===== src/rtl/core/hxr_pkg.sv =====
// ----------------------------------------------------------------------------
// hxr_pkg
// Shared types, constants and helpers for the bridge ADC serial reader.
// ----------------------------------------------------------------------------
package hxr_pkg;

  // Default number of data bits clocked out of the converter.
  localparam int SAMPLE_BITS_DEF = 24;

  // Fixed widths of the register and result fields.
  localparam int SAMPLE_W  = 24;
  localparam int TIMEOUT_W = 24;
  localparam int HALF_W    = 8;
  localparam int GAIN_W    = 2;
  localparam int CFG_IDX_W = 2;
  localparam int CFG_DAT_W = 24;

  // Reset values of the configuration registers.
  localparam logic [GAIN_W-1:0]    GAIN_RESET    = 2'd2;
  localparam logic [TIMEOUT_W-1:0] TIMEOUT_RESET = 24'd100000;
  localparam logic [HALF_W-1:0]    HALF_RESET    = 8'd1;

  // Configuration register indexes.
  typedef enum logic [CFG_IDX_W-1:0] {
    REG_GAIN_SELECT = 2'd0,
    REG_TIMEOUT     = 2'd1,
    REG_HALF_PERIOD = 2'd2
  } cfg_reg_t;

  // Gain and channel codes.
  typedef enum logic [GAIN_W-1:0] {
    GAIN_A128 = 2'd0,
    GAIN_A64  = 2'd1,
    GAIN_B32  = 2'd2
  } gain_code_t;

  // Read sequencer phases.
  typedef enum logic [1:0] {
    PH_IDLE = 2'd0,
    PH_WAIT = 2'd1,
    PH_DATA = 2'd2,
    PH_GAIN = 2'd3
  } phase_t;

  // Current register settings, passed from the register file to the sequencer.
  typedef struct packed {
    logic [GAIN_W-1:0]    gain_select;
    logic [TIMEOUT_W-1:0] timeout_ticks;
    logic [HALF_W-1:0]    half_period_ticks;
  } cfg_t;

  // One result item.
  typedef struct packed {
    logic                       sck;
    logic                       busy_res;
    logic                       sample_valid;
    logic signed [SAMPLE_W-1:0] sample;
    logic                       timed_out;
  } res_t;

  // Number of extra clock pulses that select the next conversion's gain.
  function automatic logic [1:0] extra_pulses(input logic [GAIN_W-1:0] gain);
    logic [1:0] n;
    unique case (gain)
      GAIN_A128: n = 2'd1;
      GAIN_A64:  n = 2'd2;
      GAIN_B32:  n = 2'd3;
      default:   n = 2'd0;
    endcase
    return n;
  endfunction

endpackage


===== src/rtl/core/bridge_adc_serial_reader_core.sv =====
// ----------------------------------------------------------------------------
// bridge_adc_serial_reader_core
// Tick-driven reader for a 24-bit bridge load-cell ADC with gain selection.
// ----------------------------------------------------------------------------
//
//  Channel | Direction | Handshake            | Payload
//  --------+-----------+----------------------+-----------------------------------
//  in      | to block  | in_valid / in_stall  | command, dout
//  out     | from block| out_valid / out_stall| sck, busy_res, sample_valid,
//          |           |                      | sample, timed_out
//  cfg     | to block  | cfg_valid / cfg_ready| cfg_index, cfg_data
//
// Every tick passes through the input register and then the result register,
// and one tick is taken in every cycle while the output side is not stalled.
// The sequencer state advances only when a tick leaves the input register for
// the result register, so stalls on the output side simply freeze it.
// The input register is refilled in the same cycle that it empties, so
// in_stall rises only while a result is stalled and the input register is full.
// Reset is synchronous and clears the sequencer, both valid flags and the
// registers to their documented values; no clearing pass is needed.
// Configuration writes are always accepted (cfg_ready is tied high).
//
// Each input item is one tick of the converter interface. A start command in
// idle enters the data-ready wait; the next ticks watch dout for the low level
// or count toward the timeout. Then SAMPLE_BITS clock pulses shift the data
// in MSB first, followed by up to three gain pulses, after which the
// sign-extended sample is presented for one tick.
// ----------------------------------------------------------------------------
module bridge_adc_serial_reader_core
  import hxr_pkg::*;
#(
  parameter int SAMPLE_BITS = SAMPLE_BITS_DEF
) (
  input  logic                       clk,
  input  logic                       rst,
  // Tick input channel.
  input  logic                       in_valid,
  output logic                       in_stall,
  input  logic                       command,
  input  logic                       dout,
  // Result channel.
  output logic                       out_valid,
  input  logic                       out_stall,
  output logic                       sck,
  output logic                       busy_res,
  output logic                       sample_valid,
  output logic signed [SAMPLE_W-1:0] sample,
  output logic                       timed_out,
  // Configuration write channel.
  input  logic                       cfg_valid,
  output logic                       cfg_ready,
  input  logic [CFG_IDX_W-1:0]       cfg_index,
  input  logic [CFG_DAT_W-1:0]       cfg_data
);

  cfg_t cfg;

  // Input register stage.
  logic in_full;
  logic in_command;
  logic in_dout;

  // Result register stage.
  res_t res_comb;
  res_t res_reg;
  logic res_full;

  // The result register can take a new result when it is empty or its
  // current transfer completes in this cycle.
  logic advance;
  logic step_en;

  assign advance  = !res_full || !out_stall;
  assign step_en  = in_full && advance;
  assign in_stall = in_full && !advance;

  hxr_cfg_regs u_cfg (
    .clk       (clk),
    .rst       (rst),
    .cfg_valid (cfg_valid),
    .cfg_ready (cfg_ready),
    .cfg_index (cfg_index),
    .cfg_data  (cfg_data),
    .cfg       (cfg)
  );

  hxr_seq #(
    .SAMPLE_BITS (SAMPLE_BITS)
  ) u_seq (
    .clk     (clk),
    .rst     (rst),
    .step_en (step_en),
    .command (in_command),
    .dout    (in_dout),
    .cfg     (cfg),
    .res     (res_comb)
  );

  // Input register: refilled whenever it is empty or being drained.
  always_ff @(posedge clk) begin
    if (rst) begin
      in_full <= 1'b0;
    end else if (!in_stall) begin
      in_full <= in_valid;
    end
  end

  always_ff @(posedge clk) begin
    if (in_valid && !in_stall) begin
      in_command <= command;
      in_dout    <= dout;
    end
  end

  // Result register.
  always_ff @(posedge clk) begin
    if (rst) begin
      res_full <= 1'b0;
    end else if (advance) begin
      res_full <= in_full;
    end
  end

  always_ff @(posedge clk) begin
    if (step_en) begin
      res_reg <= res_comb;
    end
  end

  assign out_valid    = res_full;
  assign sck          = res_reg.sck;
  assign busy_res     = res_reg.busy_res;
  assign sample_valid = res_reg.sample_valid;
  assign sample       = res_reg.sample;
  assign timed_out    = res_reg.timed_out;

  // A stalled input tick is never dropped: it stays in the input register.
  a_in_hold: assert property (@(posedge clk) disable iff (rst)
    in_full && !advance |=> in_full)
    else $error("input tick lost while the result side was stalled");

  // A stalled result is never overwritten or dropped.
  a_res_hold: assert property (@(posedge clk) disable iff (rst)
    res_full && out_stall |=> res_full && $stable(res_reg))
    else $error("stalled result changed");

  // A result is written exactly when a tick leaves the input register.
  a_res_fill: assert property (@(posedge clk) disable iff (rst)
    step_en |=> res_full)
    else $error("result register empty after a sequencer step");

endmodule


===== src/rtl/core/hxr_cfg_regs.sv =====
// ----------------------------------------------------------------------------
// hxr_cfg_regs
// Configuration register file: gain select, data-ready timeout, half period.
// ----------------------------------------------------------------------------
module hxr_cfg_regs
  import hxr_pkg::*;
(
  input  logic                 clk,
  input  logic                 rst,
  input  logic                 cfg_valid,
  output logic                 cfg_ready,
  input  logic [CFG_IDX_W-1:0] cfg_index,
  input  logic [CFG_DAT_W-1:0] cfg_data,
  output cfg_t                 cfg
);

  cfg_t regs;

  // Writes are always taken.
  assign cfg_ready = 1'b1;
  assign cfg       = regs;

  always_ff @(posedge clk) begin
    if (rst) begin
      regs.gain_select       <= GAIN_RESET;
      regs.timeout_ticks     <= TIMEOUT_RESET;
      regs.half_period_ticks <= HALF_RESET;
    end else if (cfg_valid && cfg_ready) begin
      case (cfg_index)
        REG_GAIN_SELECT: regs.gain_select       <= cfg_data[GAIN_W-1:0];
        REG_TIMEOUT:     regs.timeout_ticks     <= cfg_data[TIMEOUT_W-1:0];
        REG_HALF_PERIOD: regs.half_period_ticks <= cfg_data[HALF_W-1:0];
        default: begin
        end
      endcase
    end
  end

endmodule


===== src/rtl/core/hxr_seq.sv =====
// ----------------------------------------------------------------------------
// hxr_seq
// Read sequencer: data-ready wait, data clocking, gain pulses and result.
// ----------------------------------------------------------------------------
module hxr_seq
  import hxr_pkg::*;
#(
  parameter int SAMPLE_BITS = SAMPLE_BITS_DEF
) (
  input  logic clk,
  input  logic rst,
  input  logic step_en,
  input  logic command,
  input  logic dout,
  input  cfg_t cfg,
  output res_t res
);

  localparam int BIT_W = $clog2(SAMPLE_BITS + 1);

  phase_t                 phase, phase_next;
  logic [TIMEOUT_W-1:0]   wait_count, wait_count_next;
  logic [BIT_W-1:0]       bit_count, bit_count_next;
  logic [SAMPLE_BITS-1:0] shift_reg, shift_reg_next;
  logic [HALF_W-1:0]      prescale_count, prescale_count_next;
  logic                   clock_level, clock_level_next;

  logic [HALF_W-1:0] hp;
  logic [HALF_W-1:0] pre_inc;
  logic [BIT_W-1:0]  gain_bits;
  logic              done;
  logic              tmo;

  // A zero half period behaves as one tick.
  assign hp      = (cfg.half_period_ticks == '0) ? HALF_W'(1) : cfg.half_period_ticks;
  assign pre_inc = prescale_count + HALF_W'(1);

  always_ff @(posedge clk) begin
    if (rst) begin
      phase          <= PH_IDLE;
      wait_count     <= '0;
      bit_count      <= '0;
      shift_reg      <= '0;
      prescale_count <= '0;
      clock_level    <= 1'b0;
    end else if (step_en) begin
      phase          <= phase_next;
      wait_count     <= wait_count_next;
      bit_count      <= bit_count_next;
      shift_reg      <= shift_reg_next;
      prescale_count <= prescale_count_next;
      clock_level    <= clock_level_next;
    end
  end

  // Next state.
  always_comb begin
    phase_next          = phase;
    wait_count_next     = wait_count;
    bit_count_next      = bit_count;
    shift_reg_next      = shift_reg;
    prescale_count_next = prescale_count;
    clock_level_next    = clock_level;
    gain_bits           = bit_count;
    done                = 1'b0;
    tmo                 = 1'b0;
    unique case (phase)
      PH_IDLE: begin
        if (command) begin
          phase_next          = PH_WAIT;
          wait_count_next     = '0;
          bit_count_next      = '0;
          shift_reg_next      = '0;
          prescale_count_next = '0;
          clock_level_next    = 1'b0;
        end
      end
      PH_WAIT: begin
        if (!dout) begin
          phase_next          = PH_DATA;
          prescale_count_next = '0;
          clock_level_next    = 1'b1;
        end else if (wait_count >= cfg.timeout_ticks) begin
          tmo             = 1'b1;
          phase_next      = PH_IDLE;
          wait_count_next = '0;
        end else begin
          wait_count_next = wait_count + TIMEOUT_W'(1);
        end
      end
      PH_DATA, PH_GAIN: begin
        if (pre_inc < hp) begin
          prescale_count_next = pre_inc;
        end else begin
          prescale_count_next = '0;
          if (clock_level) begin
            // Data is taken on the last tick of the high phase.
            if (phase == PH_DATA) begin
              shift_reg_next = {shift_reg[SAMPLE_BITS-2:0], dout};
            end
            bit_count_next   = bit_count + BIT_W'(1);
            clock_level_next = 1'b0;
          end else if (phase == PH_DATA && bit_count < BIT_W'(SAMPLE_BITS)) begin
            clock_level_next = 1'b1;
          end else begin
            gain_bits      = (phase == PH_DATA) ? '0 : bit_count;
            phase_next     = PH_GAIN;
            bit_count_next = gain_bits;
            if (gain_bits < BIT_W'(extra_pulses(cfg.gain_select))) begin
              clock_level_next = 1'b1;
            end else begin
              done           = 1'b1;
              phase_next     = PH_IDLE;
              bit_count_next = '0;
            end
          end
        end
      end
      default: begin
      end
    endcase
  end

  // Result of this tick, describing the state after it.
  always_comb begin
    res.sck          = clock_level_next;
    res.busy_res     = (phase_next != PH_IDLE);
    res.sample_valid = done;
    res.sample       = done ? SAMPLE_W'($signed(shift_reg)) : '0;
    res.timed_out    = tmo;
  end

  // A finished sample always returns the sequencer to idle.
  a_done_to_idle: assert property (@(posedge clk) disable iff (rst)
    step_en && done |=> phase == PH_IDLE && !clock_level)
    else $error("sequencer not idle after a finished sample");

  // The serial clock is held low while idle or waiting for data ready.
  a_clock_low: assert property (@(posedge clk) disable iff (rst)
    (phase == PH_IDLE || phase == PH_WAIT) |-> !clock_level)
    else $error("serial clock high outside data or gain phase");

  // A timeout can only come out of the data-ready wait.
  a_tmo_from_wait: assert property (@(posedge clk) disable iff (rst)
    tmo |-> phase == PH_WAIT && dout && !done)
    else $error("timeout flagged outside the data-ready wait");

endmodule

===== config.mk =====
export PLATFORM = sky130hd
export DESIGN_NAME = bridge_adc_serial_reader_core
export DESIGN_NICKNAME = d
export VERILOG_FILES = /design/src/rtl/core/hxr_pkg.sv /design/src/rtl/core/bridge_adc_serial_reader_core.sv /design/src/rtl/core/hxr_cfg_regs.sv /design/src/rtl/core/hxr_seq.sv
export SDC_FILE = /design/constraint.sdc
export NUM_CORES = 1
export LEC_CHECK = 0
export BUFFER_PORTS_ARGS = -buffer_cell sky130_fd_sc_hd__buf_2
export CAP_MARGIN = 20
export CORE_ASPECT_RATIO = 0.7
export CORE_MARGIN = 2
export CORE_UTILIZATION = 61
export CTS_BUF_LIST = sky130_fd_sc_hd__clkbuf_8
export CTS_CLUSTER_SIZE = 24
export DETAILED_ROUTE_END_ITERATION = 10
export GPL_ROUTABILITY_DRIVEN = 1
export GPL_TIMING_DRIVEN = 0
export PLACE_DENSITY_LB_ADDON = 0.15
export SLEW_MARGIN = 30
export SYNTH_ARGS = -nofsm -noshare
export SYNTH_HDL_FRONTEND = slang
export SYNTH_SLANG_ARGS = --single-unit

===== constraint.sdc =====
create_clock -name clk -period 3.4 [get_ports clk]
set_input_delay 0.68 -clock clk [delete_from_list [all_inputs] [get_ports clk]]
set_output_delay 0.68 -clock clk [all_outputs]
set_load 0.05 [all_outputs]

* Word-level counts from Yosys, hierarchy flattened
Cells that the tools add are included.
Storage, ports and cells: flip-flop bits (word level) 130, latch bits 0, bits in writable memories 0, bits in read-only memories 0, input port bits 33, output and inout bits 31, word-level logic and storage cells 110, memories 0
Operators by class: add/subtract/negate cells 3, $mul 0, div/mod/pow operators 0, magnitude comparators 4, equality and inequality tests 14, shift-type cells 0, muxes and demuxes 46, bitwise logic cells 0, reduce and logical (&&, ||, !) cells 25
Operators by type and width (number):
- 24-bit 2-to-1 mux | 6
- 24-bit case mux with 2 select lines | 2
- 8-bit 2-to-1 mux | 4
- 5-bit 2-to-1 mux | 6
- 24-bit by 1-bit adder with 24-bit output, second input constant | 1
- 24-bit >= comparator | 1
- 8-bit case mux with 3 select lines | 1
- 2-bit 2-to-1 mux | 11
- 1-bit 2-to-1 mux | 12
- 2-bit case mux with 3 select lines | 2
- 5-bit case mux with 2 select lines | 1
- 8-bit by 1-bit adder with 8-bit output, second input constant | 1
- 2-bit == test, second input constant | 4
- 8-bit logical NOT | 1
- 8-bit less-than comparator | 1
- 2-bit != test, second input constant | 4
- 2-bit AND reduction | 4
- 2-bit by 1-bit == test with 1-bit output, second input constant | 3
- 2-bit logical NOT | 3
- 6-bit AND reduction | 1
- 2-bit nonzero test | 3
- 5-bit by 1-bit adder with 5-bit output, second input constant | 1
- 5-bit by 2-bit less-than comparator with 1-bit output | 1
- 5-bit less-than comparator, second input constant | 1
- other kinds (10) | 17

* Depth between registers and ports, before layout
Gate-level depths: netlist (run 1).
depth in word-level cells 13, depth in mapped cells 12, mapped depth without buffers 11

* Modules after synthesis
Synthesis (run 1) repeated with hierarchy kept, for this count alone.
Unflattened totals: cell total of the unflattened synthesis 751, area total of the unflattened synthesis 6935.4 um^2
Modules (own cells, without submodules):
- hxr_seq | times used 1, cells each 564, area each 4470.5 um^2, sequential area each 1281.2 um^2
- hxr_cfg_regs | times used 1, cells each 147, area each 1477.7 um^2, sequential area each 680.7 um^2
- bridge_adc_serial_reader_core | times used 1, cells each 40, area each 987.2 um^2, sequential area each 940.9 um^2

* Worst setup path after synthesis (run 1)
OpenSTA, ideal clock, no wires.
kind register to register, start point reg u_seq.prescale_count[0], end point reg res_reg (netlist bit busy_res) (data pin), library setup time 0.260 ns, data arrival time 2.489 ns, data required time 3.140 ns, slack 0.651 ns, stages on the path, launching flop included 13, buffers on the path 1, cell sequence dfxtp_1 > ha_1 > and3_1 > nand3_1 > xnor2_1 > ha_1 > nand4_1 > a21oi_1 > o21ai_1 > and2_4 > nor4_4 > buf_2 > nor3_1
RTL lines:
- start: declaration | line hxr_seq.sv:25 | logic [HALF_W-1:0] prescale_count, prescale_count_next;
- start signal: assignment | line hxr_seq.sv:51 | prescale_count <= prescale_count_next;
- end signal: assignment | line bridge_adc_serial_reader_core.sv:126 | res_reg <= res_comb;
- end: declaration | line bridge_adc_serial_reader_core.sv:65 | res_t res_reg;

* Final worst setup path (run 1)
start point reg u_seq.prescale_count[0], end point reg u_seq.shift_reg[5]
On the way: longest elaborated chain between the ends 4
Ends and longest elaborated chain:
- 8-bit by 1-bit adder with 8-bit output | line hxr_seq.sv:36 | assign pre_inc = prescale_count + HALF_W'(1);
- 8-bit less-than comparator | line hxr_seq.sv:92 | if (pre_inc < hp) begin
- 2-bit != test (no line)
- 6-bit AND reduction (no line)
- end signal: assignment | line hxr_seq.sv:50 | shift_reg <= shift_reg_next;
- end: declaration | line hxr_seq.sv:24 | logic [SAMPLE_BITS-1:0] shift_reg, shift_reg_next;
No other way between the ends. A chain may end at the register's enable or synchronous reset.

==> results of run 1 <==
path summary, 6_finish.rpt:
path | startpoint | endpoint | slack [ns]
worst max-delay path | u_seq.prescale_count[0] | u_seq.shift_reg[5] | 0.33
worst min-delay path | command | in_command | 0.41
worst max register to register | u_seq.prescale_count[0] | u_seq.shift_reg[5] | 0.33
worst min register to register | u_cfg.cfg[22] | u_cfg.cfg[22] | 0.46
through the flow:
step / power, uW / area [um^2] / utilization [%] / hold WS, ns
floorplan: 1860 / 6530 / - / 0.436
global placement: 1940 / 7000 / 67.4 / 0.445
detailed placement: 1950 / 7000 / 67.4 / 0.447
CTS: 3160 / 7370 / 70.9 / 0.388
global route: 3260 / 7390 / 71.1 / 0.381
finish: 3160 / 7390 / 71.1 / 0.406
power by group through the flow:
stage	Combinational, uW	Sequential [uW]	Clock [uW]
2_1_floorplan	143	1720	0
3_3_place_gp	275	1660	0
3_5_place_dp	283	1670	0
4_1_cts	284	1630	1240
5_1_grt	314	1630	1310
6_report	289	1630	1240
cell families (layout without fill, tap and decap cells):
logic type / after synthesis / in the layout
flops: 130 / 130
mux: 8 / 8
buf+inv: 91 / 187
xor+xnor: 5 / 5
fa+ha+maj: 38 / 38
compound gates: 189 / 189
simple gates: 261 / 261
other cells: 1 / 1
placed cells by master, fill, tap and decap left out, drive strengths merged, types with 30 or more instances in the layout:
cell / Yosys / routed
o21ai: 40 / 40
clkbuf: 26 / 44
nor2: 32 / 32
dfxtp: 100 / 100
edfxtp: 30 / 30
a21oi: 60 / 60
buf: 15 / 79
nand4: 41 / 41
nand2: 71 / 71
inv: 50 / 53
and2: 31 / 31
ha: 38 / 38
worst max-delay path, cell delays in order (launching register included):
cell	delay (ns)
sky130_fd_sc_hd__dfxtp_2	0.41
sky130_fd_sc_hd__ha_1	0.21
sky130_fd_sc_hd__and3_1	0.21
sky130_fd_sc_hd__nand3_1	0.11
sky130_fd_sc_hd__xnor2_1	0.21
sky130_fd_sc_hd__ha_1	0.28
sky130_fd_sc_hd__o21a_1	0.20
sky130_fd_sc_hd__a21o_1	0.20
sky130_fd_sc_hd__nor3_2	0.27
sky130_fd_sc_hd__o31a_1	0.34
sky130_fd_sc_hd__clkbuf_2	0.27
sky130_fd_sc_hd__o21ai_0	0.13
sky130_fd_sc_hd__a21oi_1	0.16
what timing repair did:
item / in CTS / in global routing
endpoints found under the setup margin: 0 / 40
buffers inserted: 0 / 2
gates resized for setup: 0 / 10
per-layer routing:
metal / up-vias / wire, um / GRT usage (%)
met5: - / 0 / 0
met4: 0 / 335 / 14.1
met3: 46 / 1180 / 5.75
met2: 282 / 7210 / 43.7
met1: 2707 / 7160 / 39.3
li1: 2818 / - / -
area by class of cell:
| type | instances | share of cell area [%] |
|---|---|---|
| Multi-Input combinational cell | 502 | 43.9 |
| Sequential cell | 130 | 39.3 |
| Timing Repair Buffer | 64 | 4.40 |
| Clock buffer | 18 | 3.35 |
| Buffer | 41 | 2.73 |
| Inverter | 50 | 2.54 |
| Tap cell | 132 | 2.23 |
| Clock inverter | 14 | 1.57 |
==> out/results.md, run 1 <==
* 6.15 — Vias per Instance
* 871 uW — power dissipated by switching net loads
* 18.4% — Compound-Gate Fraction of Synth Area
* 0.0160 ns — largest clock skew in the final design
* 11500 um — Final HPWL DP
* 64 — count of pins on the block boundary
* reg2reg — Setup Crit Path Kind
* 1 — Hold Crit Depth
* 16.7 um — DR WL/cell
* 100 x sky130_fd_sc_hd__dfxtp_1, 70 x sky130_fd_sc_hd__nand2_1, 60 x sky130_fd_sc_hd__a21oi_1, 49 x sky130_fd_sc_hd__inv_1, 41 x sky130_fd_sc_hd__nand4_1 — synth cell count leaders
* 30.7% — area share of the largest cell type after synthesis
* 0 — antenna diode count
* 427 nW/um^2 — power density relative to cell area
* 0 — max-cap viol count
* simple AND/OR/NAND/NOR gates — largest family of logic cells by synthesized area
* 22.0% — post-synthesis share of cell area spent on and, or, nand and nor gates
* 1.23% — fraction of synthesized area in multiplexers
* 30 — number of flops mapped to enable cells by yosys
* 2 — maximum buffer depth of the clock tree
* done — clock tree from TritonCTS
* 0.326 ns — setup slack after layout
* 0.08 ns — clk slew on worst S/H paths
* 5 — number of search-and-repair iterations in the first detailed-routing pass
* 0 ns — Setup TNS Final
* sky130_fd_sc_hd__dfxtp_1 — library cell occupying the most area in the post-synthesis netlist
* 0.878 — final weighted congestion in routability-driven placement
* 3240 um^2 — area of the multi-input gates
* 44.5% — fraction of the yosys area taken by sequential cells
* 535 — DRC violation total after the first TritonRoute iteration
* sky130_fd_sc_hd__dfxtp_1 31%, sky130_fd_sc_hd__edfxtp_1 14%, sky130_fd_sc_hd__ha_1 7.3%, sky130_fd_sc_hd__a21oi_1 4.6%, sky130_fd_sc_hd__nand2_1 4.0% — most area-consuming cells after synthesis
* 27.6% — share of total power consumed by net switching
* 0.708 ns — Slew @ Worst Pin
* 34 — max FFs per register
* 794 — net count of the mapped netlist
* 62.8% — initial core utilization
* 0.0817 ns — Post-Place Setup Slack
* 36 — pin count of the biggest net entering global routing
* 0.234 mV — IR Drop Worst-Case VDD
* 0% — share of flip-flops with an asynchronous set or reset
* 2290 uW — internal power
* 951 — number of cells in the finished layout apart from fillers
* 15900 um — final routed wirelength across all metal layers
* 325 MHz — maximum frequency from static timing analysis
* register — Worst setup SP type
* 9.2% — part of the total power dissipated in combinational logic
* 130 — number of sinks on the clock net
* 0 — Yosys Warn Count
* 3.77 ns — required time of the worst setup path
* 51.6% — portion of total power attributed to sequential cells
* 6530 um^2 — cell area after synthesis
* 917 — number of instances in the placed design
* 3.07 ns — min cycle time layout
* 128 um — Die W
* in2reg — worst min-delay path category
* 3.44 ns — data arrival time of the critical path
* 13.3% — area growth from synthesis to layout
* 7.29% — Synth Area in Adders
* 0 — total gr overflow
* 17 — total CTS buffers
* 10400 um^2 — core area
* 66 — number of different library cells in the post-synthesis netlist
* 0.45 ns — Clock Latency Late Sink
* 31 — num rows
* finished clean — outcome
* 4 — H-Tree Level Count
* no — setup repair after global routing missed its margin
* 0 — CTS Hold Buffers Added
* 804 — Fill cells
* sky130_fd_sc_hd__clkbuf_8 — root cell of the clock tree
* 90.4% — post-route clock period utilization
* 11600 um^2 — die area
* 877 — Final nets
* 5580 — vias in the first global route
* 0 — final-report max-slew violation count
* 0 — DRC viols
* 0 — final setup violation count
* 0 — initial antenna violation count
* register — type of element capturing the critical path
* 9.03 um^2 — syn_area_per_cell
* 62 — IO buf count
* 130 — count of state elements after synthesis
* sky130_fd_sc_hd__dfxtp_1 — Post-synth top flop
* 10 — maximum fanout count along the critical path
* 15.5% — fraction of final layout cells with drive strength greater than 1
* 0.00289 uW — standby leakage power
* 0.671% — xor and xnor area share after synthesis
* 0 — number of endpoints with negative hold slack in the final report
* 52.7% — Rel. slew slack
* 2900 um^2 — area taken by flip-flops and latches
* 12 — worst reg2reg path depth
* 5853 — count of vias placed by the detailed router
* 39.2% — part of the total power dissipated in the clock network
* 90.5 um — die span in y
* 723 — Post-Syn Instances
* 0 — Final ANT Viol Nets
* 28.8% — overall global routing resource usage
* sky130_fd_sc_hd__dfxtp_1 — leading cell type by number of instances after synthesis
* 26500 um — wire length of the first global-routing pass
Note: power is estimated with default switching activity, not from simulation.
==> run 2: changes to the inputs <==
- ABC_AREA: unset -> 1
==> run 2 against run 1 <==
Effect of this change:
- combinational power up 17%
- clock skew down 0.0024 ns
- fmax down 0.96%
- routed wire length up 1.9%
==> out/results.md, run 2 <==
* 4 — H-Tree Level Count
* nand3_1 -> nor2_1 -> nand2_1 -> xor2_1 -> inv_1 -> ha_1 -> a21oi_1 -> nor2_1 -> a211oi_2 -> nand2_1 -> nand3_1 -> buf_2 -> nor2_1 — series of cell instances along the critical path
* 446 nW/um^2 — power density relative to cell area
* 128 um — Die W
* 7030 um^2 — area after detailed placement
* 7470 um^2 — area of all placed cells without fillers
* 5 — number of search-and-repair iterations in the first detailed-routing pass
* 28.9% — overall global routing resource usage
* 26800 um — wire length of the first global-routing pass
* sky130_fd_sc_hd__nand2_1 — most common cell after layout, fill and taps aside
* 0 — initial antenna violation count
* sky130_fd_sc_hd__clkbuf_8 — root cell of the clock tree
* 0 — DRC viols
* sky130_fd_sc_hd__nor2_1 — cell repeated most along the worst path
* simple AND/OR/NAND/NOR gates — family with the most delay on the worst path
* u_seq.prescale_count[0] — Critical R2R Launch
* sky130_fd_sc_hd__dfxtp_1 30%, sky130_fd_sc_hd__edfxtp_1 14%, sky130_fd_sc_hd__a21oi_1 8.3%, sky130_fd_sc_hd__nand2_1 8.2%, sky130_fd_sc_hd__ha_1 7.2% — most area-consuming cells after synthesis
* 0 — Final ANT Viol Nets
* 15.2 um — DR WL/cell
* reg2reg — Setup Crit Path Kind
* 0.629 ns — Slew @ Worst Pin
* 57.7% — Rel. slew slack
* 2 — buffer and inverter count on the worst path
* in2reg — worst min-delay path category
* 837 — Post-Syn Instances
* 0.411 mV — IR Drop Worst-Case VDD
* 0.08 ns — clk slew on worst S/H paths
* 3.29 ns — data arrival time of the critical path
* 130 — number of sinks on the clock net
* 91.3% — post-route clock period utilization
* 34 — pin count of the biggest net entering global routing
* 7.84 um^2 — syn_area_per_cell
* 34 — max FFs per register
* 17 — total CTS buffers
* 30 — number of flops mapped to enable cells by yosys
* 322 MHz — maximum frequency from static timing analysis
* 0 — Yosys Warn Count
* 0 — number of endpoints with negative hold slack in the final report
* 0 — total gr overflow
* 908 — net count of the mapped netlist
* 6050 — count of vias placed by the detailed router
* 44 — number of different library cells in the post-synthesis netlist
* 16200 um — final routed wirelength across all metal layers
* 0.43 ns — Slowest Stage Delay on Critical Path
* 11600 um^2 — die area
* 0.0137 ns — largest clock skew in the final design
* 10 — maximum fanout count along the critical path
* 5637 — vias in the first global route
* 2 — maximum buffer depth of the clock tree
* register — Worst setup SP type
* 989 — Final nets
* 31 — num rows
* 144 x sky130_fd_sc_hd__nand2_1, 120 x sky130_fd_sc_hd__inv_1, 109 x sky130_fd_sc_hd__a21oi_1, 100 x sky130_fd_sc_hd__dfxtp_1, 58 x sky130_fd_sc_hd__nor2_1 — synth cell count leaders
* done — clock tree from TritonCTS
* 130 — count of state elements after synthesis
* 0.00311 uW — standby leakage power
* 13.9% — area growth from synthesis to layout
* 11900 um — Final HPWL DP
* sky130_fd_sc_hd__nand2_1 — leading cell type by number of instances after synthesis
* 3.10 ns — min cycle time layout
* 10400 um^2 — core area
* 64 — count of pins on the block boundary
* 0 — final setup violation count
* 0 — final-report max-slew violation count
* sky130_fd_sc_hd__dfxtp_1 — CP max-delay cell
* 90.8 um — die span in y
* 0 ns — Setup TNS Final
* dout — beginning of the worst hold path
* 0.887 — final weighted congestion in routability-driven placement
* u_seq.prescale_count[0] — first element of the critical path
* 6560 um^2 — cell area after synthesis
* 144 x sky130_fd_sc_hd__nand2_1, 120 x sky130_fd_sc_hd__inv_1, 109 x sky130_fd_sc_hd__a21oi_1 — commonest non-fill, non-tap cells in the layout
* 0 — max-cap viol count
* 0.44 ns — Clock Latency Late Sink
* 61 — IO buf count
* 536 — DRC violation total after the first TritonRoute iteration
* 14.7% — fraction of final layout cells with drive strength greater than 1
* register — type of element capturing the critical path
* sky130_fd_sc_hd__dfxtp_1 — library cell occupying the most area in the post-synthesis netlist
* 30.5% — area share of the largest cell type after synthesis
* sky130_fd_sc_hd__dfxtp_1 — Post-synth top flop
* 0% — share of flip-flops with an asynchronous set or reset
* 44.2% — fraction of the yosys area taken by sequential cells
* 3.58 ns — required time of the worst setup path
* 63.1% — initial core utilization
* finished clean — outcome
* no — setup repair after global routing missed its margin
* 3340 uW — total power after layout
* 0 — antenna diode count
* 5.69 — Vias per Instance
==> run 2: changes by cell type after synthesis, moves of 10 or more <==
cell                       before  now
sky130_fd_sc_hd__nand2_1       70  144
sky130_fd_sc_hd__inv_1         49  120
sky130_fd_sc_hd__a21oi_1       60  109
sky130_fd_sc_hd__nand3_1       15   50
sky130_fd_sc_hd__and2_1        30    0
sky130_fd_sc_hd__nor2_1        32   58
sky130_fd_sc_hd__a31oi_1       25    0
sky130_fd_sc_hd__nand4_1       41   24
sky130_fd_sc_hd__or3_1         11    0
sky130_fd_sc_hd__and3_1        11    1
sky130_fd_sc_hd__clkbuf_1      26   16
sky130_fd_sc_hd__xor2_1         2   12
==> run 2: path summary, 6_finish.rpt <==
check | depth (start not counted) | endpoint | slack (ns)
worst min register to register | 2 | u_cfg.cfg[16] | 0.47
worst max-delay path | 13 | sample[23] | 0.30
worst max register to register | 13 | sample[23] | 0.30
worst min-delay path | 1 | in_dout | 0.42
==> run 2: per-stage QoR <==
stage	utilization [%]	cells	setup WS, ns	hold WS, ns
final	71.9	1063	0.296	0.422
after floorplan	-	837	0.869	0.435
after detailed placement	67.7	1030	0.138	0.454
after global routing	71.9	1063	0.00878	0.401
after global placement	67.7	1030	0.268	0.448
after CTS	71.6	1062	0.0732	0.405
==> run 2: layer usage <==
layer / GRT usage (%) / vias up / part of all wire, %
met1: 42.7 / 2827 / 48
li1: - / 2939 / -
met5: 0 / - / 0
met4: 8.52 / 0 / 1.1
met2: 42.8 / 264 / 42
met3: 5.75 / 20 / 9.3
==> run 2: area by class of cell <==
cell class                 count  area [um^2]
buffer                        34          156
clock buffer                  17          234
fill                         852         2920
tap                          132          165
timing repair buffer          62          333
inverter                     127          477
multi-input combinational    546         3030
clock inverter                15          173
sequential                   130         2900
==> run 2: worst register-to-register path: stages, from the launching register on <==
cell and delay [ns]:
sky130_fd_sc_hd__dfxtp_1 0.43, sky130_fd_sc_hd__nand3_1 0.14, sky130_fd_sc_hd__nor2_1 0.25, sky130_fd_sc_hd__nand2_1 0.11, sky130_fd_sc_hd__xor2_1 0.16, sky130_fd_sc_hd__inv_1 0.09, sky130_fd_sc_hd__ha_1 0.32, sky130_fd_sc_hd__a21oi_1 0.13
sky130_fd_sc_hd__nor2_1 0.06, sky130_fd_sc_hd__a211oi_2 0.35, sky130_fd_sc_hd__nand2_1 0.15, sky130_fd_sc_hd__nand3_1 0.30, sky130_fd_sc_hd__buf_2 0.30, sky130_fd_sc_hd__nor2_1 0.08
==> run 2: cells by family after synthesis <==
| kind of cell | after synthesis | synth area share [%] |
|---|---|---|
| other cells | 1 | 0.0571 |
| compound gates | 173 | 14.2 |
| flops | 130 | 44.2 |
| buf+inv | 161 | 9.65 |
| fa+ha+maj | 38 | 7.24 |
| simple gates | 317 | 22.3 |
| xor+xnor | 17 | 2.27 |
==> run 2: power by group <==
part / leakage, uW / switching (uW) / internal [uW] / total [uW]
logic: 0.00180 / 241 / 95.4 / 337
clock network: 0.000197 / 682 / 674 / 1360
registers: 0.00111 / 23.1 / 1620 / 1640
total: 0.00311 / 946 / 2390 / 3340
==> run 2: timing repair <==
| action | in CTS | in global routing |
|---|---|---|
| buffers inserted | 0 | 0 |
| gates resized for setup | 0 | 1 |
| hold buffers | 0 | 0 |
| setup endpoints to repair | 0 | 51 |
==> run 3: changes to the inputs <==
- CAP_MARGIN: 20 -> unset
- CORE_UTILIZATION: 61 -> 66
- clock period: 3.4 -> 4.03 ns (I/O delays scaled with it)
==> run 3 against run 2 <==
Effect of this change:
- die area decreased by 7.3%
- sequential cell count unchanged
- sequential share of layout area about the same
- highest routed layer unchanged
- cell count decreased by 0.38%
- clock-buffer cell count increased by 1
- critical path depth unchanged
- design area about the same
- fmax decreased by 11%
- via count decreased by 0.17%
- largest power group unchanged
- critical endpoint is now sample[7]
==> out/results.md, run 3 (synthesis gave the netlist of run 2 again) <==
* finished clean — outcome
* reg2reg — worst min-delay path category
* 0.00867 ns — largest clock skew in the final design
* 16400 um — final routed wirelength across all metal layers
* 144 x sky130_fd_sc_hd__nand2_1, 121 x sky130_fd_sc_hd__inv_1, 109 x sky130_fd_sc_hd__a21oi_1 — commonest non-fill, non-tap cells in the layout
* done — clock tree from TritonCTS
* 989 — Final nets
* 67.8% — initial core utilization
* 0 — initial antenna violation count
* 0.951 — final weighted congestion in routability-driven placement
* 10800 um^2 — die area
* register — type of element capturing the critical path
* 32.0% — overall global routing resource usage
* 0 — final setup violation count
* 0 — Post-CTS Setup Inserts
* 0 — final-report max-slew violation count
* 5 — number of search-and-repair iterations in the first detailed-routing pass
* 9680 um^2 — core area
* 2820 uW — total power after layout
* 10 — maximum fanout count along the critical path
* 5617 — vias in the first global route
* 64 — count of pins on the block boundary
* 14.5% — fraction of final layout cells with drive strength greater than 1
* 0 — max-cap viol count
* 0 — antenna diode count
* 34 — max FFs per register
* register — Worst setup SP type
* 61 — IO buf count
* 3.50 ns — min cycle time layout
* 0.07 ns — clk slew on worst S/H paths
* sky130_fd_sc_hd__clkbuf_8 — root cell of the clock tree
* 5.70 — Vias per Instance
* 0.266 mV — IR Drop Worst-Case VDD
* reg2reg — Setup Crit Path Kind
* 15.5 um — DR WL/cell
* 0 — total gr overflow
* 26500 um — wire length of the first global-routing pass
* 285 MHz — maximum frequency from static timing analysis
* 0.525 ns — setup slack after layout
* 13.8% — area growth from synthesis to layout
* 0.708 ns — Post-Place Setup Slack
* 742 — DRC violation total after the first TritonRoute iteration
* sky130_fd_sc_hd__nand2_1 — most common cell after layout, fill and taps aside
* 0.828 ns — Slew @ Worst Pin
* 4 — H-Tree Level Count
* 0 — post-CTS sizing
* 0 — Final ANT Viol Nets
* no — setup repair after global routing missed its margin
* 0 — DRC viols
* 0.45 ns — Clock Latency Late Sink
* 0 ns — Setup TNS Final
* 6040 — count of vias placed by the detailed router
* 12100 um — Final HPWL DP
* 87.4 um — die span in y
* 44.5% — Rel. slew slack
* 2 — maximum buffer depth of the clock tree
* 130 — number of sinks on the clock net
* 30 — num rows
* 87.0% — post-route clock period utilization
* 0 — number of endpoints with negative hold slack in the final report
* 378 nW/um^2 — power density relative to cell area
* 0.00312 uW — standby leakage power
* 3.71 ns — data arrival time of the critical path
* 0 — CTS Hold Buffers Added
* 34 — pin count of the biggest net entering global routing
* 123 um — Die W
* 17 — total CTS buffers
* 4.23 ns — required time of the worst setup path
run 3: cell count changes in the layout (fill, tap and decap cells not counted), sizes merged:
cell	change
clkinvlp	-1
clkbuf	+1
inv	-6
bufinv	+1
clkinv	+5
run 3: power by group:
part / internal, uW / switching [uW] / leakage [uW]
clock: 625 / 528 / 0.000210
combinational: 80.4 / 206 / 0.00180
sequential: 1370 / 19.0 / 0.00111
total: 2070 / 752 / 0.00312
run 3: layout make-up:
| class | instances | area (um^2) |
|---|---|---|
| plain buffers | 34 | 156 |
| clock buffers | 18 | 248 |
| clock inverters | 14 | 164 |
| fillers | 721 | 2220 |
| inverters | 127 | 477 |
| multi-input cells | 546 | 3030 |
| flip-flops and latches | 130 | 2900 |
| well taps | 128 | 160 |
| repair buffers | 62 | 333 |
run 3: critical path: stages, from the launching register on:
cell and delay [ns]:
sky130_fd_sc_hd__dfxtp_1 0.45, sky130_fd_sc_hd__nand3_1 0.13, sky130_fd_sc_hd__nor2_1 0.22, sky130_fd_sc_hd__nand2_1 0.11
sky130_fd_sc_hd__xor2_1 0.17, sky130_fd_sc_hd__inv_1 0.10, sky130_fd_sc_hd__ha_1 0.32, sky130_fd_sc_hd__a21oi_1 0.14
sky130_fd_sc_hd__nor2_1 0.05, sky130_fd_sc_hd__a211oi_1 0.65, sky130_fd_sc_hd__nand2_1 0.19, sky130_fd_sc_hd__nand3_1 0.36
sky130_fd_sc_hd__buf_2 0.30, sky130_fd_sc_hd__nor2_1 0.07
run 3: final timing paths:
path	from	to	slack [ns]	cells after the start
min reg2reg	u_cfg.cfg[21]	u_cfg.cfg[21]	0.46	2
min	u_cfg.cfg[21]	u_cfg.cfg[21]	0.46	2
max reg2reg	u_seq.prescale_count[0]	sample[7]	0.53	13
max	u_seq.prescale_count[0]	sample[7]	0.53	13
run 3: stage by stage:
stage | std cells | utilization [%] | cell area (um^2) | hold WS [ns]
3_5_place_dp | 1026 | 72.6 | 7030 | 0.453
3_3_place_gp | 1026 | 72.6 | 7030 | 0.448
5_1_grt | 1059 | 77.1 | 7470 | 0.491
2_1_floorplan | 837 | - | 6560 | 0.435
4_1_cts | 1058 | 76.8 | 7440 | 0.467
6_report | 1059 | 77.1 | 7470 | 0.465
run 3: per-layer routing:
layer	part of all wire (%)	up-vias	global-route usage, %
met3	9.5	38	7.66
li1	-	2929	-
met4	2.0	0	12.3
met1	46	2768	45.1
met5	0	-	0
met2	43	305	47.7
